--- src/rtl/core/relay_matrix_command_framer_unit_assert.svh ---
// Assertion macros shared by the framer RTL.
`ifndef RELAY_MATRIX_COMMAND_FRAMER_UNIT_ASSERT_SVH
`define RELAY_MATRIX_COMMAND_FRAMER_UNIT_ASSERT_SVH
`ifndef SYNTH
// prop must hold at every clock edge outside reset
`define RMCF_ASSERT(label, clk, rst_n, prop) \
  label: assert property (@(posedge clk) disable iff (!rst_n) prop) \
    else $error("rmcf assertion failed");
// cond must never be true outside reset
`define RMCF_NEVER(label, clk, rst_n, cond) \
  label: assert property (@(posedge clk) disable iff (!rst_n) !(cond)) \
    else $error("rmcf forbidden condition");
`else
`define RMCF_ASSERT(label, clk, rst_n, prop)
`define RMCF_NEVER(label, clk, rst_n, cond)
`endif
`endif

--- src/rtl/core/rmcf_pkg.sv ---
package rmcf_pkg;

  localparam int SHIFT_REGISTERS = 12;
  localparam int LINE_CAPACITY   = 15;
  localparam int QUEUE_DEPTH     = 2;

  localparam logic [7:0] IDLE_BYTE = 8'hC9;
  localparam logic [7:0] NO_DATA   = 8'hFF;
  localparam logic [7:0] CHAR_CR   = 8'd13;
  localparam logic [7:0] CHAR_LF   = 8'd10;

  localparam logic [3:0] PLUS_REG  [4] = '{4'd10, 4'd11, 4'd10, 4'd11};
  localparam logic [1:0] PLUS_DRV  [4] = '{2'd0, 2'd1, 2'd3, 2'd3};
  localparam logic [3:0] MINUS_REG [4] = '{4'd11, 4'd10, 4'd11, 4'd10};
  localparam logic [1:0] MINUS_DRV [4] = '{2'd2, 2'd2, 2'd0, 2'd1};
  localparam logic [2:0] SLEEP_POS [4] = '{3'd6, 3'd7, 3'd3, 3'd0};
  localparam logic [2:0] CTRL_POS  [4] = '{3'd1, 3'd5, 3'd4, 3'd2};

  typedef enum logic [2:0] {
    ST_OK  = 3'd0,
    ST_LEN = 3'd1,
    ST_ROW = 3'd2,
    ST_COL = 3'd3,
    ST_ACT = 3'd4
  } status_t;

  typedef struct packed {
    status_t    status;
    logic [3:0] row_reg;
    logic [1:0] row_drv;
    logic [1:0] col;
    logic       flip;
  } cmd_t;

endpackage

--- src/rtl/core/rmcf_front.sv ---
`include "relay_matrix_command_framer_unit_assert.svh"

module rmcf_front (
  input  logic           clk,
  input  logic           rst_n,
  input  logic           in_valid,
  output logic           in_ready,
  input  logic [7:0]     in_rx_byte,
  output logic           push,
  output rmcf_pkg::cmd_t push_cmd,
  input  logic           q_full
);

  localparam logic [7:0] CHAR_0  = 8'h30;
  localparam logic [7:0] CHAR_1  = 8'h31;
  localparam logic [7:0] CHAR_A  = 8'h41;
  localparam logic [7:0] CHAR_D  = 8'h44;
  localparam logic [7:0] CHAR_LA = 8'h61;
  localparam logic [7:0] CHAR_LZ = 8'h7A;
  localparam logic [7:0] CASE_OFS = 8'h20;

  logic [7:0] chars_r [4];
  logic [3:0] count_r, count_nxt;
  logic [3:0] tlen_r, tlen_nxt;

  logic        acc, is_eol, store;
  logic [7:0]  upc;
  logic signed [12:0] d0, d1, row_s;
  logic [5:0]  ri;

  assign in_ready = !q_full;
  assign acc      = in_valid && in_ready;
  assign is_eol   = (in_rx_byte == rmcf_pkg::CHAR_CR) || (in_rx_byte == rmcf_pkg::CHAR_LF);
  assign upc      = (in_rx_byte >= CHAR_LA && in_rx_byte <= CHAR_LZ) ?
                    in_rx_byte - CASE_OFS : in_rx_byte;
  assign store    = acc && !is_eol && (in_rx_byte != rmcf_pkg::NO_DATA) &&
                    (count_r < 4'(rmcf_pkg::LINE_CAPACITY));
  assign push     = acc && is_eol && (count_r != 4'd0);

  // row = (c0-48)*10 + (c1-48)
  assign d0    = $signed({5'b0, chars_r[0]}) - 13'sd48;
  assign d1    = $signed({5'b0, chars_r[1]}) - 13'sd48;
  assign row_s = (d0 <<< 3) + (d0 <<< 1) + d1;
  assign ri    = 6'(row_s - 13'sd1);

  always_comb begin
    push_cmd         = '0;
    push_cmd.row_reg = ri[5:2];
    push_cmd.row_drv = ri[1:0];
    push_cmd.col     = 2'(chars_r[2] - CHAR_A);
    push_cmd.flip    = (chars_r[3] == CHAR_1);
    if (tlen_r != 4'd4) begin
      push_cmd.status = rmcf_pkg::ST_LEN;
    end else if (row_s < 13'sd1 || row_s > 13'sd40) begin
      push_cmd.status = rmcf_pkg::ST_ROW;
    end else if (chars_r[2] < CHAR_A || chars_r[2] > CHAR_D) begin
      push_cmd.status = rmcf_pkg::ST_COL;
    end else if (chars_r[3] != CHAR_1 && chars_r[3] != CHAR_0) begin
      push_cmd.status = rmcf_pkg::ST_ACT;
    end else begin
      push_cmd.status = rmcf_pkg::ST_OK;
    end
  end

  always_comb begin
    count_nxt = count_r;
    tlen_nxt  = tlen_r;
    if (push) begin
      count_nxt = 4'd0;
      tlen_nxt  = 4'd0;
    end else if (store) begin
      count_nxt = count_r + 4'd1;
      if (tlen_r == count_r && upc != 8'd0) begin
        tlen_nxt = tlen_r + 4'd1;
      end
    end
  end

  always_ff @(posedge clk) begin
    if (!rst_n) begin
      count_r <= '0;
      tlen_r  <= '0;
    end else begin
      count_r <= count_nxt;
      tlen_r  <= tlen_nxt;
    end
  end

  always_ff @(posedge clk) begin
    if (store && count_r < 4'd4) begin
      chars_r[count_r[1:0]] <= upc;
    end
  end

  `RMCF_ASSERT(a_tlen_le_count, clk, rst_n, tlen_r <= count_r)
  `RMCF_ASSERT(a_count_cap, clk, rst_n, count_r <= 4'(rmcf_pkg::LINE_CAPACITY))
  `RMCF_ASSERT(a_push_clears, clk, rst_n, push |=> (count_r == 4'd0 && tlen_r == 4'd0))

endmodule

--- src/rtl/core/rmcf_queue.sv ---
`include "relay_matrix_command_framer_unit_assert.svh"

module rmcf_queue (
  input  logic           clk,
  input  logic           rst_n,
  input  logic           push,
  input  rmcf_pkg::cmd_t push_cmd,
  output logic           full,
  output logic           head_valid,
  output rmcf_pkg::cmd_t head_cmd,
  input  logic           pop
);

  localparam int PTR_W = (rmcf_pkg::QUEUE_DEPTH > 1) ? $clog2(rmcf_pkg::QUEUE_DEPTH) : 1;
  localparam int CNT_W = $clog2(rmcf_pkg::QUEUE_DEPTH + 1);
  localparam logic [PTR_W-1:0] LAST_PTR = PTR_W'(rmcf_pkg::QUEUE_DEPTH - 1);

  rmcf_pkg::cmd_t entry_r [rmcf_pkg::QUEUE_DEPTH];
  logic [PTR_W-1:0] wr_ptr_r, wr_ptr_nxt, rd_ptr_r, rd_ptr_nxt;
  logic [CNT_W-1:0] count_r, count_nxt;

  assign full       = (count_r == CNT_W'(rmcf_pkg::QUEUE_DEPTH));
  assign head_valid = (count_r != '0);
  assign head_cmd   = entry_r[rd_ptr_r];

  always_comb begin
    wr_ptr_nxt = wr_ptr_r;
    rd_ptr_nxt = rd_ptr_r;
    count_nxt  = count_r;
    if (push) begin
      wr_ptr_nxt = (wr_ptr_r == LAST_PTR) ? '0 : wr_ptr_r + PTR_W'(1);
    end
    if (pop) begin
      rd_ptr_nxt = (rd_ptr_r == LAST_PTR) ? '0 : rd_ptr_r + PTR_W'(1);
    end
    if (push && !pop) begin
      count_nxt = count_r + CNT_W'(1);
    end else if (pop && !push) begin
      count_nxt = count_r - CNT_W'(1);
    end
  end

  always_ff @(posedge clk) begin
    if (!rst_n) begin
      wr_ptr_r <= '0;
      rd_ptr_r <= '0;
      count_r  <= '0;
    end else begin
      wr_ptr_r <= wr_ptr_nxt;
      rd_ptr_r <= rd_ptr_nxt;
      count_r  <= count_nxt;
    end
  end

  always_ff @(posedge clk) begin
    if (push) begin
      entry_r[wr_ptr_r] <= push_cmd;
    end
  end

  `RMCF_NEVER(a_push_full, clk, rst_n, push && full)
  `RMCF_NEVER(a_pop_empty, clk, rst_n, pop && !head_valid)

endmodule

--- src/rtl/core/rmcf_back.sv ---
`include "relay_matrix_command_framer_unit_assert.svh"

module rmcf_back (
  input  logic           clk,
  input  logic           rst_n,
  input  logic           head_valid,
  input  rmcf_pkg::cmd_t head_cmd,
  output logic           pop,
  output logic           out_valid,
  input  logic           out_ready,
  output logic [7:0]     out_frame_byte,
  output logic [3:0]     out_byte_pos,
  output logic           out_phase,
  output logic           out_frame_end,
  output logic [2:0]     out_status,
  output logic           out_last
);

  localparam logic [3:0] LAST_POS = 4'(rmcf_pkg::SHIFT_REGISTERS - 1);

  function automatic logic [7:0] drive(logic [7:0] b, logic [1:0] drv, logic high);
    logic [7:0] r;
    r = b;
    r[rmcf_pkg::SLEEP_POS[drv]] = 1'b0;
    r[rmcf_pkg::CTRL_POS[drv]]  = high;
    return r;
  endfunction

  function automatic logic [7:0] image_byte(logic [3:0] reg_idx, rmcf_pkg::cmd_t c);
    logic [7:0] b;
    logic [3:0] creg;
    logic [1:0] cdrv;
    b    = rmcf_pkg::IDLE_BYTE;
    creg = c.flip ? rmcf_pkg::MINUS_REG[c.col] : rmcf_pkg::PLUS_REG[c.col];
    cdrv = c.flip ? rmcf_pkg::MINUS_DRV[c.col] : rmcf_pkg::PLUS_DRV[c.col];
    if (reg_idx == c.row_reg) begin
      b = drive(b, c.row_drv, c.flip);
    end
    if (reg_idx == creg) begin
      b = drive(b, cdrv, !c.flip);
    end
    return b;
  endfunction

  logic       pos_end, is_err, adv;
  logic [3:0] pos_r, pos_nxt;
  logic       phase_r, phase_nxt;
  logic       out_valid_r, out_valid_nxt;
  logic [7:0] byte_r;
  logic [3:0] bpos_r;
  logic       bphase_r, bend_r, blast_r;
  rmcf_pkg::status_t bstat_r;

  assign adv     = head_valid && (!out_valid_r || out_ready);
  assign is_err  = (head_cmd.status != rmcf_pkg::ST_OK);
  assign pos_end = (pos_r == LAST_POS);
  assign pop     = adv && (is_err || (pos_end && phase_r));

  always_comb begin
    pos_nxt       = pos_r;
    phase_nxt     = phase_r;
    out_valid_nxt = out_valid_r;
    if (adv) begin
      out_valid_nxt = 1'b1;
      if (!is_err) begin
        pos_nxt = pos_end ? 4'd0 : pos_r + 4'd1;
        if (pos_end) begin
          phase_nxt = !phase_r;
        end
      end
    end else if (out_ready) begin
      out_valid_nxt = 1'b0;
    end
  end

  always_ff @(posedge clk) begin
    if (!rst_n) begin
      pos_r       <= '0;
      phase_r     <= 1'b0;
      out_valid_r <= 1'b0;
    end else begin
      pos_r       <= pos_nxt;
      phase_r     <= phase_nxt;
      out_valid_r <= out_valid_nxt;
    end
  end

  always_ff @(posedge clk) begin
    if (adv) begin
      if (is_err) begin
        byte_r   <= 8'd0;
        bpos_r   <= 4'd0;
        bphase_r <= 1'b0;
        bend_r   <= 1'b0;
        bstat_r  <= head_cmd.status;
        blast_r  <= 1'b1;
      end else begin
        byte_r   <= phase_r ? rmcf_pkg::IDLE_BYTE : image_byte(LAST_POS - pos_r, head_cmd);
        bpos_r   <= pos_r;
        bphase_r <= phase_r;
        bend_r   <= pos_end;
        bstat_r  <= rmcf_pkg::ST_OK;
        blast_r  <= pos_end && phase_r;
      end
    end
  end

  assign out_valid      = out_valid_r;
  assign out_frame_byte = byte_r;
  assign out_byte_pos   = bpos_r;
  assign out_phase      = bphase_r;
  assign out_frame_end  = bend_r;
  assign out_status     = bstat_r;
  assign out_last       = blast_r;

  `RMCF_ASSERT(a_ok_last, clk, rst_n,
    (out_valid_r && blast_r && bstat_r == rmcf_pkg::ST_OK) |-> (bphase_r && bpos_r == LAST_POS))
  `RMCF_ASSERT(a_err_frame_start, clk, rst_n,
    (head_valid && is_err) |-> (pos_r == 4'd0 && !phase_r))
  `RMCF_ASSERT(a_pos_range, clk, rst_n, pos_r <= LAST_POS)

endmodule

--- src/rtl/core/relay_matrix_command_framer_unit.sv ---
// Relay matrix command framer.
// Input channel (in_valid/in_ready/in_rx_byte): one console byte per transfer.
// 0xFF is dropped; other bytes build a line; CR or LF closes a non-empty line.
// Each closed line yields either one status result (last=1) or 24 results:
// the 12-byte pulse image (phase 0) then the 12-byte idle image (phase 1),
// frame_end on byte_pos 11 of each image, last on the final idle byte.
// Output channel (out_valid/out_ready/out_*): one result per transfer.
// With the back end idle, a closed line is first written into the command
// queue, and its first result is then registered in the output register.
// The back end emits one result per cycle while out_ready is high and a
// command is queued. A two-entry command queue sits between line assembly
// and frame generation, so bytes are taken every cycle until two closed
// lines are pending; in_ready drops only while that queue is full.
// When out_ready is low the output register holds its result and the back end
// waits; line assembly keeps taking bytes until the queue is full. Reset clears
// the line, the queue and the output valid flag; no results are pending after reset.
`include "relay_matrix_command_framer_unit_assert.svh"

module relay_matrix_command_framer_unit (
  input  logic       clk,
  input  logic       rst_n,
  input  logic       in_valid,
  output logic       in_ready,
  input  logic [7:0] in_rx_byte,
  output logic       out_valid,
  input  logic       out_ready,
  output logic [7:0] out_frame_byte,
  output logic [3:0] out_byte_pos,
  output logic       out_phase,
  output logic       out_frame_end,
  output logic [2:0] out_status,
  output logic       out_last
);

  logic           push, q_full, head_valid, pop;
  rmcf_pkg::cmd_t push_cmd, head_cmd;

  rmcf_front u_front (
    .clk        (clk),
    .rst_n      (rst_n),
    .in_valid   (in_valid),
    .in_ready   (in_ready),
    .in_rx_byte (in_rx_byte),
    .push       (push),
    .push_cmd   (push_cmd),
    .q_full     (q_full)
  );

  rmcf_queue u_queue (
    .clk        (clk),
    .rst_n      (rst_n),
    .push       (push),
    .push_cmd   (push_cmd),
    .full       (q_full),
    .head_valid (head_valid),
    .head_cmd   (head_cmd),
    .pop        (pop)
  );

  rmcf_back u_back (
    .clk            (clk),
    .rst_n          (rst_n),
    .head_valid     (head_valid),
    .head_cmd       (head_cmd),
    .pop            (pop),
    .out_valid      (out_valid),
    .out_ready      (out_ready),
    .out_frame_byte (out_frame_byte),
    .out_byte_pos   (out_byte_pos),
    .out_phase      (out_phase),
    .out_frame_end  (out_frame_end),
    .out_status     (out_status),
    .out_last       (out_last)
  );

  `RMCF_ASSERT(a_stall_holds, clk, rst_n,
    (out_valid && !out_ready) |=> (out_valid && $stable(out_frame_byte) && $stable(out_last)))
  `RMCF_ASSERT(a_end_pos, clk, rst_n, (out_valid && out_frame_end) |-> (out_byte_pos == 4'd11))

endmodule

--- config.mk ---
export PLATFORM = sky130hd
export DESIGN_NAME = relay_matrix_command_framer_unit
export DESIGN_NICKNAME = d
export VERILOG_FILES = /design/src/rtl/core/rmcf_pkg.sv /design/src/rtl/core/rmcf_front.sv /design/src/rtl/core/rmcf_queue.sv /design/src/rtl/core/rmcf_back.sv /design/src/rtl/core/relay_matrix_command_framer_unit.sv
export VERILOG_INCLUDE_DIRS = /design/src /design/src/rtl/core
export SDC_FILE = /design/constraint.sdc
export NUM_CORES = 1
export LEC_CHECK = 0
export BUFFER_PORTS_ARGS = -buffer_cell sky130_fd_sc_hd__buf_2
export CORE_ASPECT_RATIO = 0.9
export CORE_UTILIZATION = 40
export CTS_CLUSTER_SIZE = 10
export DETAILED_ROUTE_END_ITERATION = 8
export GPL_TIMING_DRIVEN = 0
export PLACE_DENSITY_LB_ADDON = 0.12
export RECOVER_POWER = 100
export SYNTH_ARGS = -nofsm -noshare
export SYNTH_HDL_FRONTEND = slang
export SYNTH_HIERARCHICAL = 1
export SYNTH_SLANG_ARGS = --single-unit
export TNS_END_PERCENT = 20
--- constraint.sdc ---
create_clock -name clk -period 3.9 [get_ports clk]
set_clock_uncertainty 0.15 [all_clocks]
set_input_delay 0.195 -clock clk [delete_from_list [all_inputs] [get_ports clk]]
set_output_delay 0.195 -clock clk [all_outputs]
set_load 0.05 [all_outputs]
Word level (Yosys, flattened, before mapping) --
Memories as Yosys holds them, arrays and structs flattened. A register that Yosys moved wholly into a read port is not among the register bits. Cells that the tools add are included.
Storage, ports and cells: bits in registers 36, memory bits (writable) 56, bits of input ports 12, output and inout bits 20, logic and storage cells 172, memories 2
Cells by class: $add $sub $neg 15, magnitude comparators 19, eq/ne operators 12, muxes and demuxes 59, bitwise operators 8, reductions and logical operators 42
Memory list:
- u_front.chars_r | depth 4, width 8, read ports 4, clocked after Yosys merged registers in 0, write ports 1, line rmcf_front.sv:22 | logic [7:0] chars_r [4];
- u_queue.entry_r | depth 2, width 12, read ports 1, clocked after Yosys merged registers in 1, write ports 1, line rmcf_queue.sv:18 | rmcf_pkg::cmd_t entry_r [rmcf_pkg::QUEUE_DEPTH];
Operators by type and width (number):
- 8-bit two-way mux | 6
- 3-bit two-way mux | 12
- 3-bit binary-select mux with 2-bit select | 4
- 4-bit two-way mux | 6
- 1-bit logical AND | 19
- 8-bit by 6-bit subtractor with 9-bit output, second input constant | 2
- 4-bit binary-select mux with 2-bit select | 2
- 8-bit bitwise mux | 2
- 8-bit by 4-bit equality test with 1-bit output, second input constant | 2
- 3-bit by 4-bit < comparator with 1-bit output, second input constant | 4
- 8-bit by 6-bit != test with 1-bit output, second input constant | 2
- 1-bit two-way mux | 14
- 2-bit two-way mux | 7
- 13-bit adder | 1
- 13-bit by 9-bit adder with 13-bit output | 1
- 13-bit by 7-bit greater-than comparator with 1-bit output, second input constant | 1
- 13-bit by 2-bit < comparator with 1-bit output, second input constant | 1
- 4-bit by 1-bit adder with 4-bit output, second input constant | 3
- 1-bit demux with 3-bit select | 4
- 4-bit equality test | 3
- 3-bit by 1-bit greater-or-equal comparator with 1-bit output, second input constant | 4
- 3-bit greater-or-equal comparator, second input constant | 3
- 2-bit inverter with 3-bit output | 3
- 8-bit bitwise AND | 1
- other kinds (30) | 48

Depth between registers and ports, before layout --
Gate-level depths: netlist of the first run.
depth in word-level cells 18, depth in mapped cells 13, gate-level depth less buffers 13

Hierarchy --
The synthesis of the first run kept the hierarchy.
By module, submodules not included:
- rmcf_front | instances 1, cells an instance 256, area each 2706.3 um^2, seq. area each 1121.1 um^2
- rmcf_back | instances 1, cells an instance 132, area each 1452.6 um^2, seq. area each 660.6 um^2
- rmcf_queue | instances 1, cells an instance 59, area each 1082.3 um^2, seq. area each 820.8 um^2

Least setup slack after synthesis of the first run --
Ideal clock, no wire load.
path kind reg-to-reg, start point memory u_front.chars_r[1][4], end point memory u_queue/entry_r[0][11] (netlist name) (data pin), library setup time 181 ps, arrival time 3244 ps, required time 3569 ps, setup slack 325 ps, cell stages (with the launch flop) 13, buffers on the path 0, clock period less this slack 3575 ps, cell sequence edfxtp_1 > ha_1 > or3_1 > fa_1 > inv_1 > ha_1 > and3_1 > o21ai_1 > nor2b_1 > a21boi_1 > xor2_1 > o31a_1 > nor4b_2
RTL lines (line):
- start: declaration | rmcf_front.sv:22
- end: declaration | rmcf_queue.sv:18

==> flow_metrics.env, run 1 <==
export IMPL_reg2reg_from="u_front/chars_r[1][4]"
export IMPL_cts_root_buf="clkbuf_16"
export IMPL_synth_compound_area_share_pct=10.41
export IMPL_synth_edf_count=74
export IMPL_grt_usage_pct=15.16
export IMPL_drive_gt1_share_pct=9.619
export IMPL_hold_viol_final=0
export IMPL_max_slew_margin_pct=18.60
export IMPL_yosys_area_share_simple_pct=13.20
export IMPL_hold_start="rst_n"
export IMPL_vias_per_cell=5.048
export IMPL_clock_path_buffers=2
export IMPL_cts_sinks=93
export IMPL_post_synth_top_count_cell="edfxtp_1"
export IMPL_ys_types=62
export IMPL_grt_pass1_vias=3316
export IMPL_htree_levels=3
export IMPL_crit_arrival_ns=3.62
export IMPL_final_cell_area_um2=5872
export IMPL_area_delta_synth_final_pct=12.03
export IMPL_yosysSeqAreaShare_pct=49.65
export IMPL_cp_common_cell="and3_1"
export IMPL_cp_start_kind="flop"
export IMPL_start_util_pct=41.15
export IMPL_synth_commonest_cells="edfxtp_1 (74), inv_1 (42), ha_1 (36), nor2_1 (23), a21oi_1 (21)"
export IMPL_place_area_um2=5602
export IMPL_antenna_found_initial=0
export IMPL_report_final_slew_viol_count=0
export IMPL_cap_violations=0
export IMPL_die_w_um=122.7
export IMPL_wire_per_inst_um=13.94
export IMPL_path_cells="ha_1, or3_4, fa_1, inv_1, ha_2, and3_1, o21ai_0, mux2_1, a211oi_1, and3_1, nand3b_1, o21a_1"
export IMPL_synth_top_family_by_area="simple AND/OR/NAND/NOR gates"
export IMPL_grt_pass1_wl_mm=15.79
export IMPL_cts_tree="done"
export IMPL_critical_path_class="flop to flop"
export IMPL_crit_start="u_front/chars_r[1][4]"
export IMPL_gp_congestion=0.8567
export IMPL_synth_xor_area_share_pct=5.992
export IMPL_die_h_um=110.6
export IMPL_synthTopCellsByArea="edfxtp_1 (42%), ha_1 (8.6%), dfxtp_1 (7.3%)"
export IMPL_n_fill_cell=1192
export IMPL_endpoint_kind="flop"
export IMPL_syn_area_per_cell_um2=11.73
export IMPL_final_nets=551
export IMPL_drtPass1Iterations=4
export IMPL_max_stage_delay_ns=0.51
export IMPL_via_count=3347
export IMPL_clock_latency_ns=0.35
export IMPL_cts_made_buffers=9
export IMPL_grt_start_max_net_pins=20
export IMPL_status="finished clean"
export IMPL_port_buffers=31
export IMPL_vdd_ir_drop_max_uv=345.1
export IMPL_dieArea_um2=13570
export IMPL_min_period_ns=3.669
export IMPL_syn_inst=447
export IMPL_core_region_area_um2=12740
export IMPL_yosys_warnings=6
export IMPL_rsz0062_at_grt="no"
export IMPL_drtIter0Drc=172
export IMPL_ant_nets=0
export IMPL_dp_hpwl_mm=6.904
export IMPL_totalWireLength_mm=9.245
export IMPL_tightest_slew_ns=1.220
export IMPL_synth_ff_type="edfxtp_1"
export IMPL_synth_area_um2=5241
export IMPL_synth_seq_cells=93
export IMPL_max_freq_mhz=272.6
export IMPL_fin_crit_sh_pct=94.08
export IMPL_setup_tns_ns=0
export IMPL_muxShareOfSynthArea_pct=4.225
export IMPL_io_pins=32
export IMPL_synth_fa_ha_area_share_pct=12.03
export IMPL_path_max_fanout=7
export IMPL_setup_viol=0
export IMPL_clkTransAtPathRegs_ns=0.07
export IMPL_syn_num_nets=504
export IMPL_ys_async_sr_fraction_pct=0
export IMPL_cp_data_required_time_ns=3.85
export IMPL_p_leak_nw=2.233
export IMPL_num_rows=39
export IMPL_antenna_cells=0
export IMPL_drcViolationCount=0
export IMPL_slowest_stage="fa_1"
export IMPL_cellPowerDensity_nw_per_um2=661.6
export IMPL_synth_top_area_share_pct=42.40
export IMPL_hp_class="input port to flop"
export IMPL_synth_largest_area_cell="edfxtp_1"
export IMPL_grt_overflow=0
## state kept, by name, summed over array words and instances, names as in the netlist, named ones only
name and flops:
u_queue/rd_ptr_r 1, u_back/out_frame_byte 8, u_front/tlen_r 4, u_back/out_phase 1
u_back/out_last 1, u_back/phase_r 1, u_front/count_r 4, u_queue/count_r 2
u_front/chars_r 32, u_back/out_valid 1, u_back/out_status 3, u_back/pos_r 4
u_queue/wr_ptr_r 1, u_queue/entry_r 24, u_back/out_byte_pos 4, u_back/out_frame_end 1
## through the flow
step | cells | setup slack [ns] | utilization, % | power [mW] | hold slack [ns]
2_1_floorplan | 447 | 0.3251 | - | 2.762 | 0.1439
3_3_place_gp | 642 | 0.1130 | 43.98 | 3.084 | 0.3258
3_5_place_dp | 642 | 0.02250 | 43.98 | 3.120 | 0.3481
4_1_cts | 662 | 0.03379 | 46.49 | 3.957 | 0.005792
5_1_grt | 663 | 0.008189 | 46.10 | 4.202 | 0.03843
6_report | 663 | 0.2310 | 46.10 | 3.885 | 0.02998
## logic make-up after synthesis
| family | count (synthesis) |
|---|---|
| simple gates | 116 |
| flops | 93 |
| compound gates | 81 |
| fa+ha+maj | 45 |
| mux | 20 |
| xor+xnor | 35 |
| buf+inv | 57 |
## worst paths after layout
check | end | slack, ns | depth (start not counted)
worst min register to register | u_back/pos_r[3] | 0.38 | 2
worst max register to register | u_queue/entry_r[0][10] | 0.23 | 12
worst min-delay path | u_queue/wr_ptr_r | 0.03 | 2
worst max-delay path | u_queue/entry_r[0][10] | 0.23 | 12
## cells in the final DEF, fill, tap and decap left out, types with 10 or more instances in the layout
master    synthesis  final
dfxtp_1          19     19
buf_2             5     10
and3_1           10     10
inv_1            42     42
nand2_1          13     13
a31oi_1          10     10
clkbuf_1          7     36
xnor2_1          16     16
nor2b_1          11     10
edfxtp_1         74     74
a21oi_1          21     21
ha_1             36     34
nor2_1           23     23
xor2_1           18     19
## cell type report
type / count / area (um^2) / area share, %
timing repair buffer: 36 / 171.4 / 2.919
clock buffer: 10 / 229.0 / 3.899
multi-input combinational: 297 / 2396 / 40.81
tap: 164 / 205.2 / 3.495
buffer: 15 / 65.06 / 1.108
clock inverter: 6 / 45.04 / 0.7671
sequential: 93 / 2603 / 44.32
inverter: 42 / 157.7 / 2.685
## per-layer routing
metal / track usage, % / vias to the layer above / part of all wire (%)
li1: - / 1702 / -
met1: 20.64 / 1587 / 50
met2: 22.85 / 49 / 45
met3: 4.339 / 9 / 3.5
met4: 5.366 / 0 / 1.4
met5: 0 / - / 0
## what timing repair did
item / CTS / global route
endpoints found under the setup margin: 2 / 6
gates resized for setup: 1 / 4
pin swaps: 0 / 1
buffers inserted: 0 / 1
hold endpoints to repair: 14 / 0
hold buffers: 4 / 0
## power breakdown
part	switching (mW)	internal (mW)
clock network	0.372	0.438
logic	1.10	0.662
registers	0.0654	1.25
## worst max-delay path: cells and delay by family (launching register included)
kind            cells  cell delay (ns)
flops               1             0.44
mux                 1             0.30
fa+ha+maj           3             1.13
compound gates      3             0.47
simple gates        4             0.89
buf+inv             1             0.05
No activity file was read; power rests on OpenSTA's default activity.
==> run 2, diff against run 1 <==
- ABC_CLOCK_PERIOD_IN_PS: not set -> 3900
- PLACE_DENSITY_LB_ADDON: 0.12 -> 0.2
==> run 2 against run 1 <==
Design area is 1.4% higher. Die area stayed put. First-iteration DRC count is 7.0% lower. Setup slack worse by 0.089 ns. Register-to-register slack worse by 0.09 ns. Power is 6.0% higher. Fmax fell by 2.4%. Routed wire length down 0.91%. Worst hold slack better by 0.00078 ns. Critical endpoint is now u_queue/entry_r[1][10].
==> flow_metrics.env, run 2 (same netlist as run 1, synthesis figures left out) <==
export IMPL_status="finished clean"
export IMPL_ant_nets=0
export IMPL_final_cell_area_um2=5954
export IMPL_cts_sinks=93
export IMPL_setup_tns_ns=0
export IMPL_die_h_um=110.6
export IMPL_tightest_slew_ns=1.233
export IMPL_place_area_um2=5602
export IMPL_power_frac_clock_pct=24.5
export IMPL_vias_per_cell=5.086
export IMPL_htree_levels=3
export IMPL_gp_congestion=0.8139
export IMPL_cts_tree="done"
export IMPL_fin_util_pct=46.75
export IMPL_setup_viol=0
export IMPL_drtPass1Iterations=4
export IMPL_holdWs_ns=0.03075
export IMPL_fin_cells=663
export IMPL_die_w_um=122.7
export IMPL_path_cells="ha_1, or3_4, fa_1, inv_1, ha_2, and3_1, o21ai_0, mux2_1, a211oi_1, and3_2, nand3b_1, o21a_1"
export IMPL_clkTransAtPathRegs_ns=0.07
export IMPL_report_final_slew_viol_count=0
export IMPL_hold_start="rst_n"
export IMPL_cellPowerDensity_nw_per_um2=691.7
export IMPL_fin_ws_ns=0.1421
export IMPL_seq_power_share_pct=31.9
export IMPL_crit_start="u_front/chars_r[0][4]"
export IMPL_grt_pass1_wl_mm=15.32
export IMPL_p_leak_nw=2.276
export IMPL_reg2reg_from="u_front/chars_r[0][4]"
export IMPL_final_common_cell="edfxtp_1"
export IMPL_grt_pass1_vias=3241
export IMPL_largest_reg_flops=32
export IMPL_final_nets=551
export IMPL_max_slew_margin_pct=17.75
export IMPL_drcViolationCount=0
export IMPL_totalWireLength_mm=9.161
export IMPL_grt_start_max_net_pins=20
export IMPL_wire_per_inst_um=13.82
export IMPL_area_delta_synth_final_pct=13.61
export IMPL_cts_root_buf="clkbuf_16"
export IMPL_critical_path_class="flop to flop"
export IMPL_cap_violations=0
export IMPL_crit_arrival_ns=3.70
export IMPL_min_period_ns=3.758
export IMPL_total_power_mw=4.119
export IMPL_port_buffers=31
export IMPL_final_cell_mix="edfxtp_1 (74), inv_1 (42), clkbuf_1 (35)"
export IMPL_max_freq_mhz=266.1
export IMPL_num_rows=39
export IMPL_p_int_mw=2.557
export IMPL_endpoint_kind="flop"
export IMPL_drive_gt1_share_pct=10.62
export IMPL_grt_usage_pct=14.62
export IMPL_max_stage_delay_ns=0.54
export IMPL_clock_latency_ns=0.34
export IMPL_drtIter0Drc=160
export IMPL_cp_data_required_time_ns=3.84
export IMPL_combPwrFrac_pct=43.6
export IMPL_start_util_pct=41.15
export IMPL_clock_path_buffers=2
export IMPL_p_switching_mw=1.561
export IMPL_via_count=3372
export IMPL_grt_overflow=0
export IMPL_antenna_found_initial=0
export IMPL_hold_viol_final=0
export IMPL_slowest_stage="fa_1"
export IMPL_antenna_cells=0
export IMPL_dieArea_um2=13570
export IMPL_io_pins=32
export IMPL_dp_hpwl_mm=6.889
export IMPL_vdd_ir_drop_max_uv=296.6
export IMPL_core_region_area_um2=12740
export IMPL_hp_class="input port to flop"
export IMPL_place_inst=642
export IMPL_path_max_fanout=7
export IMPL_cts_made_buffers=9
export IMPL_cp_start_kind="flop"
export IMPL_fin_crit_sh_pct=96.36
export IMPL_dp_slack_ns=-0.01759
export IMPL_p_sw_share_pct=37.91
-- run 2: changes by cell type in the layout (fill, tap and decap cells not counted), sizes merged --
cell,change
bufinv,+3
clkinv,-2
dlygate4sd3,-1
-- run 2: critical path: cells and delay by family, from the launching register on --
family,cells,cell delay (ns)
compound gates,3,0.51
fa+ha+maj,3,1.15
buf+inv,1,0.04
flops,1,0.41
mux,1,0.30
simple gates,4,0.95
-- run 2: what timing repair did --
action / in CTS / in global routing
setup buffers: 0 / 2
setup endpoints to repair: 4 / 6
pin swaps: 0 / 2
gates resized for setup: 2 / 5
endpoints found under the hold margin: 6 / 2
hold buffers: 2 / 1
-- run 2: worst paths after layout --
path | cells after the start | end | slack, ns
worst min register to register | 2 | u_queue/count_r[1] | 0.38
worst max-delay path | 12 | u_queue/entry_r[1][10] | 0.14
worst max register to register | 12 | u_queue/entry_r[1][10] | 0.14
worst min-delay path | 2 | u_queue/wr_ptr_r | 0.03
-- run 2: power by group through the flow --
stage / Clock, mW / Combinational (mW) / Sequential (mW)
after floorplan: 0 / 1.25 / 1.51
after global placement: 0 / 1.77 / 1.33
after detailed placement: 0 / 1.80 / 1.34
after CTS: 1.03 / 1.81 / 1.31
after global routing: 1.07 / 2.01 / 1.33
final: 1.01 / 1.79 / 1.32
-- run 2: area by class of cell --
class / instances / area, um^2
fillers: 1185 / 6782
flip-flops and latches: 93 / 2603
multi-input cells: 297 / 2406
clock buffers: 9 / 225.2
well taps: 164 / 205.2
repair buffers: 36 / 168.9
inverters: 42 / 157.7
clock inverters: 7 / 126.4
plain buffers: 15 / 62.56
-- run 2: per-layer routing --
metal / share of wire [%] / GRT usage, % / up-vias / wire, um
met2: 47 / 23.37 / 56 / 4348
met3: 3.4 / 4.029 / 7 / 307
met1: 48 / 19.33 / 1601 / 4430
met5: 0 / 0 / - / 0
met4: 0.82 / 3.902 / 0 / 75
li1: - / - / 1708 / -
==> run 3, diff against run 2 <==
- SETUP_SLACK_MARGIN: not set -> 0.2
==> run 3 against run 2 <==
First-iteration DRC count shrank 6.3%. Die area unchanged. Critical endpoint unchanged. Via count rose by 0.74%. Setup slack improved by 0.080 ns.
==> flow_metrics.env, run 3 (same netlist as run 1, synthesis figures left out) <==
export IMPL_fin_crit_sh_pct=94.32
export IMPL_cp_data_required_time_ns=3.85
export IMPL_cp_start_kind="flop"
export IMPL_grt_usage_pct=14.65
export IMPL_holdWs_ns=0.02776
export IMPL_final_cell_mix="edfxtp_1 (74), inv_1 (42), clkbuf_1 (35)"
export IMPL_fin_ws_ns=0.2217
export IMPL_num_rows=39
export IMPL_max_slew_margin_pct=17.71
export IMPL_crit_arrival_ns=3.63
export IMPL_min_period_ns=3.678
export IMPL_final_cell_area_um2=6067
export IMPL_hold_viol_final=0
export IMPL_clock_path_buffers=2
export IMPL_fin_util_pct=47.64
export IMPL_slowest_stage="edfxtp_1"
export IMPL_endpoint_kind="flop"
export IMPL_drtIter0Drc=150
export IMPL_grt_start_max_net_pins=20
export IMPL_fin_cells=670
export IMPL_totalWireLength_mm=9.460
export IMPL_tightest_slew_ns=1.234
export IMPL_critical_path_class="flop to flop"
export IMPL_cts_made_buffers=9
export IMPL_setup_tns_ns=0
export IMPL_p_leak_nw=2.324
export IMPL_antenna_found_initial=0
export IMPL_grt_pass1_vias=3241
export IMPL_dp_hpwl_mm=6.889
export IMPL_status="finished clean"
export IMPL_path_cells="ha_2, or3_4, inv_1, fa_1, ha_1, and3_1, o21ai_0, mux2_1, a211oi_2, and3_4, nand3b_1, o21a_1"
export IMPL_htree_levels=3
export IMPL_setup_viol=0
export IMPL_largest_reg_flops=32
export IMPL_report_final_slew_viol_count=0
export IMPL_grt_pass1_wl_mm=15.36
export IMPL_place_inst=642
export IMPL_met3_usage_pct=4.029
export IMPL_die_w_um=122.7
export IMPL_vdd_ir_drop_max_uv=298.8
export IMPL_gr_usage_met1_pct=19.40
export IMPL_io_pins=32
export IMPL_area_delta_synth_final_pct=15.76
export IMPL_via_count=3397
export IMPL_gp_congestion=0.8139
export IMPL_busiest_layer="met2"
export IMPL_dieArea_um2=13570
export IMPL_clock_latency_ns=0.34
export IMPL_place_area_um2=5602
export IMPL_start_util_pct=41.15
export IMPL_path_max_fanout=5
export IMPL_grt_met2_usage_pct=23.41
export IMPL_cellPowerDensity_nw_per_um2=713.5
export IMPL_hp_class="input port to flop"
export IMPL_port_buffers=31
export IMPL_vias_per_cell=5.070
export IMPL_dp_slack_ns=-0.01759
export IMPL_drive_gt1_share_pct=13.04
export IMPL_final_nets=558
export IMPL_cap_violations=0
export IMPL_max_stage_delay_ns=0.42
export IMPL_antenna_cells=0
export IMPL_max_freq_mhz=271.9
export IMPL_cts_tree="done"
export IMPL_grt_overflow=0
export IMPL_cts_root_buf="clkbuf_16"
export IMPL_final_common_cell="edfxtp_1"
export IMPL_wire_per_inst_um=14.12
export IMPL_clkTransAtPathRegs_ns=0.07
export IMPL_cts_sinks=93
export IMPL_die_h_um=110.6
export IMPL_ant_nets=0
export IMPL_drtPass1Iterations=4
export IMPL_core_region_area_um2=12740
export IMPL_rsz0062_at_grt="yes"
export IMPL_drcViolationCount=0
export IMPL_total_power_mw=4.329
## run 3: worst max-delay path, delay by kind of cell, from the launching register on
family / cells / cell delay (ns)
simple gates: 4 / 0.94
flops: 1 / 0.42
fa+ha+maj: 3 / 0.98
compound gates: 3 / 0.51
mux: 1 / 0.32
buf+inv: 1 / 0.12
## run 3: path summary, 6_finish.rpt
check                           slack [ns]                     end  cells past startpoint             startpoint
worst min-delay path                  0.03        u_queue/wr_ptr_r                      2                  rst_n
worst max register to register        0.22  u_queue/entry_r[1][10]                     12  u_front/chars_r[1][5]
worst min register to register        0.38      u_queue/count_r[1]                      2     u_queue/count_r[1]
worst max-delay path                  0.22  u_queue/entry_r[1][10]                     12  u_front/chars_r[1][5]
## run 3: area by class of cell
cell class / instances / area (um^2)
timing repair buffer: 43 / 221.5
inverter: 42 / 157.7
tap: 164 / 205.2
clock inverter: 7 / 126.4
multi-input combinational: 297 / 2460
fill: 1177 / 6669
buffer: 15 / 68.82
clock buffer: 9 / 225.2
sequential: 93 / 2603
## run 3: per-layer routing
metal	wire length, um	part of all wire, %
met5	0	0
met4	100	1.1
met3	328	3.5
met2	4474	47
met1	4556	48
## run 3: power breakdown
group | switching (mW) | internal (mW)
Sequential | 0.0652 | 1.25
Clock | 0.377 | 0.635
Combinational | 1.20 | 0.797
## run 3: repair_timing
action                     4_1_cts  5_1_grt
hold endpoints to repair         6        2
resized for setup                8       14
buffers inserted                 1        8
pin swaps                        1       15
setup endpoints to repair        6        6
hold buffers                     2        1
cloned                           0        0
